===== config.mk =====
export PLATFORM = sky130hd
export DESIGN_NAME = tcp_segment_interval_record_unit_flat
export DESIGN_NICKNAME = d
export VERILOG_FILES = /design/src/hdl/tsir_pkg.sv /design/src/hdl/tsir_hdr_if.sv /design/src/hdl/tsir_rec_if.sv /design/src/hdl/tsir_in_stage.sv /design/src/hdl/tsir_core.sv /design/src/hdl/tsir_out_stage.sv /design/src/hdl/tcp_segment_interval_record_unit.sv /design/src/flat_wrapper.sv
export SDC_FILE = /design/constraint.sdc
export NUM_CORES = 1
export LEC_CHECK = 0
export BUFFER_PORTS_ARGS = -buffer_cell sky130_fd_sc_hd__buf_2
export CAP_MARGIN = 20
export CORE_MARGIN = 3
export CORE_UTILIZATION = 40
export CTS_BUF_LIST = sky130_fd_sc_hd__clkbuf_4 sky130_fd_sc_hd__clkbuf_8 sky130_fd_sc_hd__clkbuf_16
export CTS_CLUSTER_SIZE = 12
export DETAILED_ROUTE_END_ITERATION = 8
export PLACE_DENSITY = 0.63
export SLEW_MARGIN = 20
export SYNTH_ARGS = -nofsm -noshare
export SYNTH_HDL_FRONTEND = slang
export SYNTH_HIERARCHICAL = 1
export SYNTH_SLANG_ARGS = --single-unit
export TNS_END_PERCENT = 10

===== constraint.sdc =====
create_clock -name clk -period 8.7 [get_ports clk]
set_input_delay 0.87 -clock clk [delete_from_list [all_inputs] [get_ports clk]]
set_output_delay 0.87 -clock clk [all_outputs]
set_load 0.005 [all_outputs]

===== src/hdl/tsir_pkg.sv =====
// ----------------------------------------------------------------------------
// TCP segment interval record - shared types and constants
// Header item and record item layouts, register reset value.
// ----------------------------------------------------------------------------
package tsir_pkg;

  localparam logic [15:0] ACK_CAP_RESET = 16'd7500;

  typedef struct packed {
    logic        direction;
    logic [31:0] seq_number;
    logic [31:0] ack_number;
    logic        ack_flag;
    logic        syn_flag;
    logic        fin_flag;
    logic [3:0]  ip_header_words;
    logic [3:0]  tcp_header_words;
    logic [15:0] payload_bytes;
    logic [47:0] arrival_time;
  } tsir_hdr_t;

  typedef struct packed {
    logic        record_direction;
    logic [16:0] segment_size;
    logic [15:0] new_ack_bytes;
    logic [47:0] gap_time;
    logic [16:0] sender_mss;
    logic [16:0] peer_mss;
  } tsir_rec_t;

endpackage


===== src/hdl/tsir_hdr_if.sv =====
// ----------------------------------------------------------------------------
// Header channel
// Valid/ready channel carrying the parsed header fields of one packet.
// ----------------------------------------------------------------------------
interface tsir_hdr_if;
  import tsir_pkg::*;

  logic      valid;
  logic      ready;
  tsir_hdr_t data;

  modport source (output valid, output data, input ready);
  modport sink (input valid, input data, output ready);
endinterface


===== src/hdl/tsir_rec_if.sv =====
// ----------------------------------------------------------------------------
// Record channel
// Valid/ready channel carrying one interval record.
// ----------------------------------------------------------------------------
interface tsir_rec_if;
  import tsir_pkg::*;

  logic      valid;
  logic      ready;
  tsir_rec_t data;

  modport source (output valid, output data, input ready);
  modport sink (input valid, input data, output ready);
endinterface


===== src/hdl/tsir_in_stage.sv =====
// ----------------------------------------------------------------------------
// Input register
// Captures one header transfer; refills in the cycle it is consumed.
// ----------------------------------------------------------------------------
module tsir_in_stage (
  input  logic                clk,
  input  logic                rst,
  tsir_hdr_if.sink            hdr,
  input  logic                advance,
  output logic                item_valid,
  output tsir_pkg::tsir_hdr_t item
);
  import tsir_pkg::*;

  logic vld;

  assign hdr.ready  = !vld || advance;
  assign item_valid = vld;

  always_ff @(posedge clk) begin
    if (rst) begin
      vld <= 1'b0;
    end else if (hdr.valid && hdr.ready) begin
      vld <= 1'b1;
    end else if (advance) begin
      vld <= 1'b0;
    end
  end

  always_ff @(posedge clk) begin
    if (hdr.valid && hdr.ready) begin
      item <= hdr.data;
    end
  end
endmodule


===== src/hdl/tsir_core.sv =====
// ----------------------------------------------------------------------------
// Record datapath and per-direction state
// Segment size, relative ack advance, gap and running max segment.
// ----------------------------------------------------------------------------
module tsir_core (
  input  logic                clk,
  input  logic                rst,
  input  logic [15:0]         ack_cap,
  input  logic                update,
  input  tsir_pkg::tsir_hdr_t item,
  output tsir_pkg::tsir_rec_t rec
);
  import tsir_pkg::*;

  typedef struct packed {
    logic        base_valid;
    logic [31:0] base_seq;
    logic        prev_valid;
    logic        prev_had_ack;
    logic [31:0] prev_rel_ack;
    logic [47:0] prev_time;
    logic [16:0] max_segment;
  } tsir_dir_t;

  tsir_dir_t st [2];
  tsir_dir_t st_next [2];
  tsir_dir_t cur, oth, cur_next, oth_next;

  logic [31:0] oth_base;
  logic [31:0] rel_ack;
  logic [31:0] adv;
  logic [4:0]  hdr_words;
  logic [16:0] size;
  logic [15:0] new_ack;
  logic [47:0] gap;

  always_comb begin
    cur = item.direction ? st[1] : st[0];
    oth = item.direction ? st[0] : st[1];

    hdr_words = {1'b0, item.ip_header_words} + {1'b0, item.tcp_header_words};
    size = {1'b0, item.payload_bytes} + {16'd0, item.syn_flag}
         + {16'd0, item.fin_flag} + {10'd0, hdr_words, 2'b00};

    // a packet carrying ACK pins the peer's base if not yet known
    oth_base = (item.ack_flag && !oth.base_valid) ? item.ack_number : oth.base_seq;
    rel_ack  = item.ack_number - oth_base;
    adv      = rel_ack - cur.prev_rel_ack;

    new_ack = '0;
    gap     = '0;
    if (cur.prev_valid) begin
      if (item.ack_flag && cur.prev_had_ack && (rel_ack > cur.prev_rel_ack) &&
          (adv < {16'd0, ack_cap})) begin
        new_ack = adv[15:0];
      end
      gap = item.arrival_time - cur.prev_time;
    end

    cur_next              = cur;
    cur_next.base_valid   = 1'b1;
    cur_next.base_seq     = cur.base_valid ? cur.base_seq : item.seq_number;
    cur_next.prev_valid   = 1'b1;
    cur_next.prev_had_ack = item.ack_flag;
    cur_next.prev_rel_ack = rel_ack;
    cur_next.prev_time    = item.arrival_time;
    cur_next.max_segment  = (size > cur.max_segment) ? size : cur.max_segment;

    oth_next            = oth;
    oth_next.base_valid = oth.base_valid || item.ack_flag;
    oth_next.base_seq   = oth_base;

    st_next[0] = item.direction ? oth_next : cur_next;
    st_next[1] = item.direction ? cur_next : oth_next;

    rec.record_direction = item.direction;
    rec.segment_size     = size;
    rec.new_ack_bytes    = new_ack;
    rec.gap_time         = gap;
    rec.sender_mss       = cur_next.max_segment;
    rec.peer_mss         = oth.max_segment;
  end

  always_ff @(posedge clk) begin
    if (rst) begin
      st[0] <= '0;
      st[1] <= '0;
    end else if (update) begin
      st[0] <= st_next[0];
      st[1] <= st_next[1];
    end
  end
endmodule


===== src/hdl/tsir_out_stage.sv =====
// ----------------------------------------------------------------------------
// Result register
// Holds one record until the sink takes it.
// ----------------------------------------------------------------------------
module tsir_out_stage (
  input  logic                clk,
  input  logic                rst,
  input  logic                load,
  input  tsir_pkg::tsir_rec_t rec_in,
  output logic                free,
  tsir_rec_if.source          rec
);
  import tsir_pkg::*;

  logic vld;

  assign free      = !vld || rec.ready;
  assign rec.valid = vld;

  always_ff @(posedge clk) begin
    if (rst) begin
      vld <= 1'b0;
    end else if (load) begin
      vld <= 1'b1;
    end else if (rec.ready) begin
      vld <= 1'b0;
    end
  end

  always_ff @(posedge clk) begin
    if (load) begin
      rec.data <= rec_in;
    end
  end
endmodule


===== src/hdl/tcp_segment_interval_record_unit.sv =====
// ----------------------------------------------------------------------------
// TCP segment interval record unit
// Path: the header is captured in the input register, the record is formed
// combinationally and loaded into the result register for the sink.
// Throughput: one header per cycle while the result register is free;
// direction state is read and written between input and result registers.
// Reset: synchronous; clears all direction state, ack_cap returns to 7500.
// ----------------------------------------------------------------------------
module tcp_segment_interval_record_unit (
  input  logic        clk,
  input  logic        rst,
  input  logic        ack_cap_we,
  input  logic [15:0] ack_cap_wdata,
  tsir_hdr_if.sink    hdr,
  tsir_rec_if.source  rec
);
  import tsir_pkg::*;

  logic [15:0] ack_cap_reg;
  logic        item_valid;
  tsir_hdr_t   item;
  tsir_rec_t   rec_comb;
  logic        out_free;
  logic        advance;

  assign advance = item_valid && out_free;

  always_ff @(posedge clk) begin
    if (rst) begin
      ack_cap_reg <= ACK_CAP_RESET;
    end else if (ack_cap_we) begin
      ack_cap_reg <= ack_cap_wdata;
    end
  end

  tsir_in_stage u_in (
    .clk        (clk),
    .rst        (rst),
    .hdr        (hdr),
    .advance    (advance),
    .item_valid (item_valid),
    .item       (item)
  );

  tsir_core u_core (
    .clk     (clk),
    .rst     (rst),
    .ack_cap (ack_cap_reg),
    .update  (advance),
    .item    (item),
    .rec     (rec_comb)
  );

  tsir_out_stage u_out (
    .clk    (clk),
    .rst    (rst),
    .load   (advance),
    .rec_in (rec_comb),
    .free   (out_free),
    .rec    (rec)
  );
endmodule


===== src/flat_wrapper.sv =====
// flat-port wrapper written by rule: the top's interface ports become plain ports
module tcp_segment_interval_record_unit_flat import tsir_pkg::*;
  (clk, rst, ack_cap_we, ack_cap_wdata, hdr_valid, hdr_data, hdr_ready, rec_valid, rec_data, rec_ready);
  tsir_hdr_if hdr_i ();
  tsir_rec_if rec_i ();
  input  logic clk;
  input  logic rst;
  input  logic ack_cap_we;
  input  logic [15:0] ack_cap_wdata;
  input wire logic [$bits(hdr_i.valid)-1:0] hdr_valid;
  input wire logic [$bits(hdr_i.data)-1:0] hdr_data;
  output wire logic [$bits(hdr_i.ready)-1:0] hdr_ready;
  output wire logic [$bits(rec_i.valid)-1:0] rec_valid;
  output wire logic [$bits(rec_i.data)-1:0] rec_data;
  input wire logic [$bits(rec_i.ready)-1:0] rec_ready;
  assign hdr_i.valid = hdr_valid;
  assign hdr_i.data = hdr_data;
  assign hdr_ready = hdr_i.ready;
  assign rec_valid = rec_i.valid;
  assign rec_data = rec_i.data;
  assign rec_i.ready = rec_ready;
  tcp_segment_interval_record_unit u_core (.clk(clk), .rst(rst), .ack_cap_we(ack_cap_we), .ack_cap_wdata(ack_cap_wdata), .hdr(hdr_i), .rec(rec_i));
endmodule

==> impl_metrics.py, run 1 <==
metrics = {
    "yosys": {
        "syn_nets": 3108,
        "synth_seq_area_share_pct": 50.8,
        "ys_warnings": 6,
        "synth_common_cells": "sky130_fd_sc_hd__edfxtp_1, sky130_fd_sc_hd__nor2_1, sky130_fd_sc_hd__mux2i_1",
        "netlist.top_cell.by_area": "sky130_fd_sc_hd__edfxtp_1",
        "ys_top_cells_by_area": "sky130_fd_sc_hd__edfxtp_1, sky130_fd_sc_hd__mux2i_1, sky130_fd_sc_hd__ha_1, sky130_fd_sc_hd__nor2_1, sky130_fd_sc_hd__a211oi_1",
        "postSynth.asyncResetShare_pct": 0,
        "edff_count_synth": 520,
        "synth_flop_cell": "sky130_fd_sc_hd__edfxtp_1",
        "yosysMostFrequentCell": "sky130_fd_sc_hd__edfxtp_1",
        "synth_top_area_share_pct": 49.7,
        "synth_seq_cells": 538,
        "avgSynthCellArea_um2": 11.2,
        "post_synth_design_cell_area_mm2": 0.0314,
        "synthDistinctLibCells": 103,
        "synthCells": 2802,
    },
    "timing": {
        "clock_skew_ps": 24.8,
        "post-route-period-util_pct": 93.1,
        "slew_viol_final": 0,
        "number_of_hold_violations_in_the_final_report": 0,
        "period_needed_ps": 8100,
        "timing.slew.headroom_pct": 34.9,
        "grt_setup_unrepaired": "false",
        "totalNegativeSetupSlack_ps": 0,
        "finalSetupViolations": 0,
        "max_frequency_ghz": 0.123,
        "worst-slew-pin-transition_ps": 976,
    },
    "final_layout": {
        "reg_top3": "u_core/u_core/st (264), u_core/u_in/item (140), u_core/u_out/rec.data (116)",
        "largest_register_ff_count": 264,
        "fraction_of_final_layout_cells_with_drive_strength_greater_than_1_pct": 16.5,
        "regMostFlops": "u_core/u_core/st",
        "area_delta_synth_final_pct": 14.9,
        "layout.nets": 3337,
    },
    "detailed_routing": {
        "starting_drc_count_in_detailed_routing": 1560,
        "post-route-drc-count": 0,
        "drtPass1Iterations": 5,
        "postRouteAntennaNets": 0,
        "vias": 22228,
        "drt-total-wl_um": 76400,
        "vias_per_cell": 5.39,
        "wl_per_cell_um": 18.5,
    },
    "worst_setup_path": {
        "critical_path_arrival_ps": 8440,
        "cp_slowest_cell": "sky130_fd_sc_hd__buf_4",
        "crit_path_max_fanout": 61,
        "worst_path_largest_cell_delay_ps": 700,
        "timing.setup.critical_path_class": "register to register",
        "critical-path-top-cell-by-count": "sky130_fd_sc_hd__a21oi_1",
        "crit_required_ps": 9040,
        "end_kind": "register",
        "setup.worst_path.start_class": "register",
    },
    "clock_network": {
        "clkSlewWorstSetupHoldPaths_ps": 60,
        "clk_latency_worst_skew_pair_ps": 610,
        "cts_tree": "done",
        "postCtsResizedCells": 0,
        "clockRootBuffer": "sky130_fd_sc_hd__clkbuf_16",
        "cts_hold_buffers": 0,
        "cts_buffers": 66,
        "clock_sink_count": 538,
        "htree_num_levels": 3,
        "clock_tree.buffer_depth": 3,
    },
    "pwr": {
        "max-vdd-ir-drop_mv": 0.129,
        "power_frac_clock_pct": 33.0,
        "static-leakage-power_nw": 14.6,
        "swShare_pct": 32.7,
        "p_int_mw": 5.92,
        "power_density_mw_per_mm2": 244,
        "total_power_mw": 8.80,
        "p_comb_share_pct": 30.5,
        "netSwitchingPower_mw": 2.88,
        "seqPwrFrac_pct": 36.5,
    },
    "global_route": {
        "grt_pass1_vias": 21497,
        "grt_usage_pct": 18.1,
        "number_of_antenna_violations_at_the_first_check_in_global_routing": 7,
        "grt.overflow.total": 0,
        "grt_pass1_wl_um": 119000,
        "largest_net_degree_at_the_start_of_global_routing": 142,
    },
    "floorplanning": {
        "floorplan.die_area_mm2": 0.0820,
        "standard_cell_rows": 102,
        "die_w_um": 286,
        "floorplan.core_area_mm2": 0.0776,
        "ios": 279,
        "chipHeight_um": 286,
        "initial_core_util_pct": 40.5,
    },
    "place": {
        "place.gp.congestion": 0.899,
        "total_of_buffers_placed_on_input_and_output_ports": 278,
        "post_detailed_placement_half_perimeter_wirelength_um": 52700,
    },
    "status": {
        "result_of_the_run": "finished clean",
    },
    "worst_hold_path": {
        "worst_hold_check_path_type": "primary input to register",
    },
    "flow_run": {
        "cap_viol_max_count": 0,
    },
}
[metal layers]
metal  up-vias  global-route usage [%]  share of wire [%]
met5         -                       0              0.022
li1      10970                       -                  -
met1     10631                    25.3                 47
met4         2                    5.10                2.3
met3       123                    3.54                5.0
met2       502                    28.7                 46
[power by group through the flow]
stage / Combinational (mW) / Sequential, mW / Clock [mW]
floorplan: 1.98 / 3.24 / 0
global placement: 2.65 / 3.26 / 0
detailed placement: 2.66 / 3.26 / 0
CTS: 2.67 / 3.21 / 3.01
global route: 2.98 / 3.24 / 3.11
finish: 2.68 / 3.21 / 2.91
[worst max-delay path: cells and delay by family, from the launching register on]
| family | cells | cell delay (ps) |
|---|---|---|
| AO/OA/AOI/OAI | 14 | 2980 |
| AND/OR/NAND/NOR | 7 | 1760 |
| buffers and inverters | 4 | 1470 |
| adder cells (fa/ha/maj) | 2 | 730 |
| flip-flops | 1 | 370 |
| multiplexers | 1 | 260 |
| XOR/XNOR | 1 | 190 |
[repair_timing]
item | CTS | global route
endpoints found under the setup margin | 0 | 16
hold endpoints to repair | 0 | 0
setup buffers | 0 | 1
[stage by stage]
stage | cells | hold slack [ps] | cell area, um2 | utilization [%] | setup WS (ps)
2_1_floorplan | 2802 | 454 | 31400 | - | 967
3_3_place_gp | 4002 | 477 | 33800 | 43.5 | 845
3_5_place_dp | 4002 | 488 | 33800 | 43.5 | 763
4_1_cts | 4124 | 374 | 36100 | 46.5 | 720
5_1_grt | 4125 | 378 | 36100 | 46.5 | 14.8
6_report | 4127 | 429 | 36100 | 46.6 | 602
[layout by cell type, fill, tap and decap left out, drive strengths merged, types with 9 or more instances in the layout]
cell     synthesis  final
inv             92     98
mux2            22     22
nor2           325    325
a221oi          12     12
clkinv           0     23
dfxtp           18     18
edfxtp         520    520
o2111ai          9      9
o21a            36     36
a31oi           23     23
a31o             9      9
buf             48    308
o31ai            9      9
nand3           33     33
a211o           10     10
xnor2           75     75
and3            57     57
and4            11     11
o211ai          12     12
o21bai          15     15
a211oi         150    150
clkbuf          99     84
o21ai           88     88
and2            12     12
a21o            54     54
mux2i          297    297
nand4           20     20
a21oi          167    167
xor2            41     41
nor3            28     28
nor2b           80     80
ha             141    141
nand2b          23     23
nand2          165    165
[final cells by class]
class                           instances  area, um2
Fill cell                            7239      41500
Sequential cell                       538      16000
Multi-Input combinational cell       2025      14500
Clock buffer                           84       1850
Timing Repair Buffer                  308       1630
Tap cell                             1040       1300
Clock inverter                         38        477
Inverter                               92        348
Antenna cell                            2       5.00
[logic make-up (layout without fill, tap and decap cells)]
group	Yosys count	after routing	share of synthesized area (%)
and+or+nand+nor	793	793	12.1
AOI/OAI and AO/OA	648	648	14.3
DFF	538	538	50.8
muxes	319	319	10.4
buffers and inverters	239	522	3.06
adders and majority gates	147	147	5.93
xor gates and xnor gates	118	118	3.40
other	0	2	0
[path summary, 6_finish.rpt]
| check | from | to | slack (ps) | cells past startpoint |
|---|---|---|---|---|
| worst min register to register | u_core/u_out/rec.valid | u_core/u_out/rec.valid | 490 | 2 |
| worst max-delay path | u_core/u_in/item[139] | u_core/u_out/rec.data[84] | 600 | 29 |
| worst max register to register | u_core/u_in/item[139] | u_core/u_out/rec.data[84] | 600 | 29 |
| worst min-delay path | hdr_data[10] | u_core/u_in/item[10] | 430 | 1 |
Power figures use the tool's default switching activity.
==> inputs of run 2 (changes only) <==
Settings changed: ABC_AREA set to 1, CTS_CLUSTER_DIAMETER set to 30.
==> run 2 against run 1 <==
Wire length up 8.8%. Sequential power about the same. Flip-flop and latch count stayed put. Hold slack lost 89 ps. Critical path depth grew 8. Synthesized cell count is 27% higher. Fmax increased by 8.9%. Via count up 15%. Core utilization grew 2.9 points. Total power grew 22%. Largest cell class unchanged. Synthesized area increased by 0.19%. Clock skew is essentially flat.
==> impl_metrics.py, run 2 <==
metrics = {
    "pwr": {
        "power_frac_clock_pct": 47.2,
        "max-vdd-ir-drop_mv": 0.210,
        "swShare_pct": 31.0,
        "static-leakage-power_nw": 16.8,
        "p_comb_share_pct": 22.8,
        "netSwitchingPower_mw": 3.32,
        "power_density_mw_per_mm2": 279,
        "p_int_mw": 7.39,
        "seqPwrFrac_pct": 30.0,
    },
    "detailed_routing": {
        "post-route-drc-count": 0,
        "starting_drc_count_in_detailed_routing": 1817,
        "wl_per_cell_um": 16.7,
        "drt-total-wl_um": 83100,
        "vias": 25536,
        "drtPass1Iterations": 7,
        "vias_per_cell": 5.12,
        "postRouteAntennaNets": 0,
    },
    "final_layout": {
        "reg_top3": "u_core/u_core/st (264), u_core/u_in/item (140), u_core/u_out/rec.data (116)",
        "area_delta_synth_final_pct": 22.0,
        "layout.cells.most_common": "sky130_fd_sc_hd__nand2_1",
        "layout.cells.most_common_list": "sky130_fd_sc_hd__nand2_1, sky130_fd_sc_hd__edfxtp_1, sky130_fd_sc_hd__a21oi_1, sky130_fd_sc_hd__inv_1, sky130_fd_sc_hd__nor2_1",
        "layout.filler_cells": 7247,
        "largest_register_ff_count": 264,
        "antenna-diode-count": 0,
        "fraction_of_final_layout_cells_with_drive_strength_greater_than_1_pct": 16.7,
        "layout.nets": 4140,
        "regMostFlops": "u_core/u_core/st",
        "final_util_pct": 49.4,
    },
    "worst_setup_path": {
        "worst_setup_path_startpoint": "u_core/u_in/item[139]",
        "setup.worst_path.start_class": "register",
        "crit-reg2reg-launch": "u_core/u_in/item[139]",
        "crit_required_ps": 9190,
        "cp_slowest_cell": "sky130_fd_sc_hd__edfxtp_1",
        "critical-path-top-cell-by-count": "sky130_fd_sc_hd__nand2_1",
        "crit_path_max_fanout": 88,
        "timing.setup.critical_path_class": "register to register",
        "worst_r2r_path_depth": 37,
        "end_kind": "register",
        "critical_path_arrival_ps": 7930,
        "worst_path_largest_cell_delay_ps": 520,
    },
    "timing": {
        "timing.slew.headroom_pct": 10.4,
        "period_needed_ps": 7430,
        "worst-slew-pin-transition_ps": 1340,
        "finalSetupViolations": 0,
        "clock_skew_ps": 24.7,
        "totalNegativeSetupSlack_ps": 0,
        "grt_setup_unrepaired": "false",
        "number_of_hold_violations_in_the_final_report": 0,
        "finalHoldWorstSlack_ps": 340,
        "post-route-period-util_pct": 85.5,
        "slew_viol_final": 0,
        "max_frequency_ghz": 0.135,
    },
    "place": {
        "post_detailed_placement_half_perimeter_wirelength_um": 56700,
        "total_of_buffers_placed_on_input_and_output_ports": 278,
        "place.gp.congestion": 0.900,
    },
    "worst_hold_path": {
        "hp-start": "hdr_data[0]",
        "hold_path_depth": 1,
        "worst_hold_check_path_type": "primary input to register",
    },
    "floorplanning": {
        "floorplan.core_area_mm2": 0.0777,
        "standard_cell_rows": 102,
        "floorplan.die_area_mm2": 0.0821,
        "die_w_um": 287,
        "initial_core_util_pct": 40.5,
        "chipHeight_um": 287,
        "ios": 279,
    },
    "yosys": {
        "avgSynthCellArea_um2": 8.88,
        "synth_seq_cells": 538,
        "ys_top_cells_by_area": "sky130_fd_sc_hd__edfxtp_1, sky130_fd_sc_hd__nand2_1, sky130_fd_sc_hd__a21oi_1, sky130_fd_sc_hd__ha_1, sky130_fd_sc_hd__o21ai_0",
        "synth_top_area_share_pct": 49.6,
        "edff_count_synth": 520,
        "synth_common_cells": "sky130_fd_sc_hd__nand2_1, sky130_fd_sc_hd__edfxtp_1, sky130_fd_sc_hd__a21oi_1",
        "synth_seq_area_share_pct": 50.7,
        "netlist.top_cell.by_area": "sky130_fd_sc_hd__edfxtp_1",
        "ys_warnings": 6,
        "synthDistinctLibCells": 57,
        "postSynth.asyncResetShare_pct": 0,
        "synth_flop_cell": "sky130_fd_sc_hd__edfxtp_1",
        "syn_nets": 3852,
        "post_synth_design_cell_area_mm2": 0.0315,
        "synthCells": 3546,
        "yosysMostFrequentCell": "sky130_fd_sc_hd__nand2_1",
    },
    "clock_network": {
        "cts_buffers": 137,
        "cts_hold_buffers": 0,
        "clockRootBuffer": "sky130_fd_sc_hd__clkbuf_16",
        "clk_latency_worst_skew_pair_ps": 700,
        "clock_tree.buffer_depth": 3,
        "clkSlewWorstSetupHoldPaths_ps": 50,
        "htree_num_levels": 4,
        "cts_tree": "done",
        "postCtsResizedCells": 0,
        "post-cts-setup-buffer-count": 0,
        "clock_sink_count": 538,
    },
    "global_route": {
        "grt_pass1_vias": 24666,
        "grt_pass1_wl_um": 131000,
        "largest_net_degree_at_the_start_of_global_routing": 190,
        "number_of_antenna_violations_at_the_first_check_in_global_routing": 3,
        "grt_usage_pct": 20.0,
        "grt.overflow.total": 0,
    },
    "status": {
        "result_of_the_run": "finished clean",
    },
    "flow_run": {
        "cap_viol_max_count": 0,
    },
}
-- run 2: cell types whose count changed in the layout (fill, tap and decap cells not counted), moves of 25 or more --
| cell | change |
|---|---|
| sky130_fd_sc_hd__a211oi_1 | -147 |
| sky130_fd_sc_hd__a21o_1 | -48 |
| sky130_fd_sc_hd__a21oi_1 | +244 |
| sky130_fd_sc_hd__and3_1 | -53 |
| sky130_fd_sc_hd__clkbuf_16 | +71 |
| sky130_fd_sc_hd__inv_1 | +259 |
| sky130_fd_sc_hd__mux2i_1 | -228 |
| sky130_fd_sc_hd__nand2_1 | +637 |
| sky130_fd_sc_hd__nand2_2 | +41 |
| sky130_fd_sc_hd__nand3_1 | +83 |
| sky130_fd_sc_hd__nor2b_1 | -80 |
| sky130_fd_sc_hd__o21a_1 | -25 |
| sky130_fd_sc_hd__o21ai_0 | +218 |
| sky130_fd_sc_hd__xnor2_1 | -49 |
-- run 2: logic make-up (layout without fill, tap and decap cells) --
group | after synthesis | after routing | share of synthesized area [%]
and+or+nand+nor | 1386 | 1386 | 19.0
AOI/OAI and AO/OA | 817 | 817 | 13.8
DFF | 538 | 538 | 50.7
buffers and inverters | 522 | 921 | 6.54
adders and majority gates | 145 | 145 | 5.86
xor gates and xnor gates | 74 | 74 | 2.06
muxes | 64 | 64 | 2.03
-- run 2: area by class of cell --
cell class | instances | area (um2) | share of cell area, %
inverters | 375 | 1420 | 3.70
multi-input cells | 2486 | 13500 | 35.1
clock buffers | 154 | 3610 | 9.41
well taps | 1040 | 1300 | 3.39
repair buffers | 296 | 1570 | 4.08
clock inverters | 96 | 1040 | 2.70
flip-flops and latches | 538 | 16000 | 41.6
-- run 2: worst max-delay path, delay by kind of cell, from the launching register on --
kind | cells | cell delay (ps)
and+or+nand+nor | 16 | 2420
AOI/OAI and AO/OA | 9 | 2100
DFF | 1 | 520
adders and majority gates | 4 | 1030
xor gates and xnor gates | 2 | 390
buffers and inverters | 6 | 720
-- run 2: layer usage --
layer / up-vias / share of wire (%) / track usage (%)
met5: - / 0.032 / 0
met4: 4 / 3.5 / 8.70
met3: 193 / 5.4 / 4.13
met2: 691 / 48 / 33.2
met1: 11838 / 43 / 25.2
li1: 12810 / - / -
-- run 2: per-stage QoR --
stage          total power, mW  cells  cell area (um2)  setup slack, ps
3_3_place_gp              5.67   4735            33800             1470
3_5_place_dp              5.69   4735            33800             1240
4_1_cts                   10.8   4985            38400             1200
5_1_grt                   11.3   4985            38400              177
2_1_floorplan             5.01   3546            31500              596
6_report                  10.7   4985            38400             1270
-- run 2: power by group through the flow --
| stage | sequential, mW | combinational [mW] | clock [mW] |
|---|---|---|---|
| after detailed placement | 3.26 | 2.44 | 0 |
| final | 3.22 | 2.44 | 5.05 |
| after global placement | 3.25 | 2.42 | 0 |
| after floorplan | 3.24 | 1.77 | 0 |
| after global routing | 3.23 | 2.78 | 5.31 |
| after CTS | 3.22 | 2.45 | 5.16 |
-- run 2: path summary, 6_finish.rpt --
check,endpoint,slack (ps)
setup / recovery,u_core/u_out/rec.data[85],1270
hold / removal,u_core/u_in/item[0],340
setup reg to reg,u_core/u_out/rec.data[85],1270
hold reg to reg,u_core/ack_cap_reg[11],450
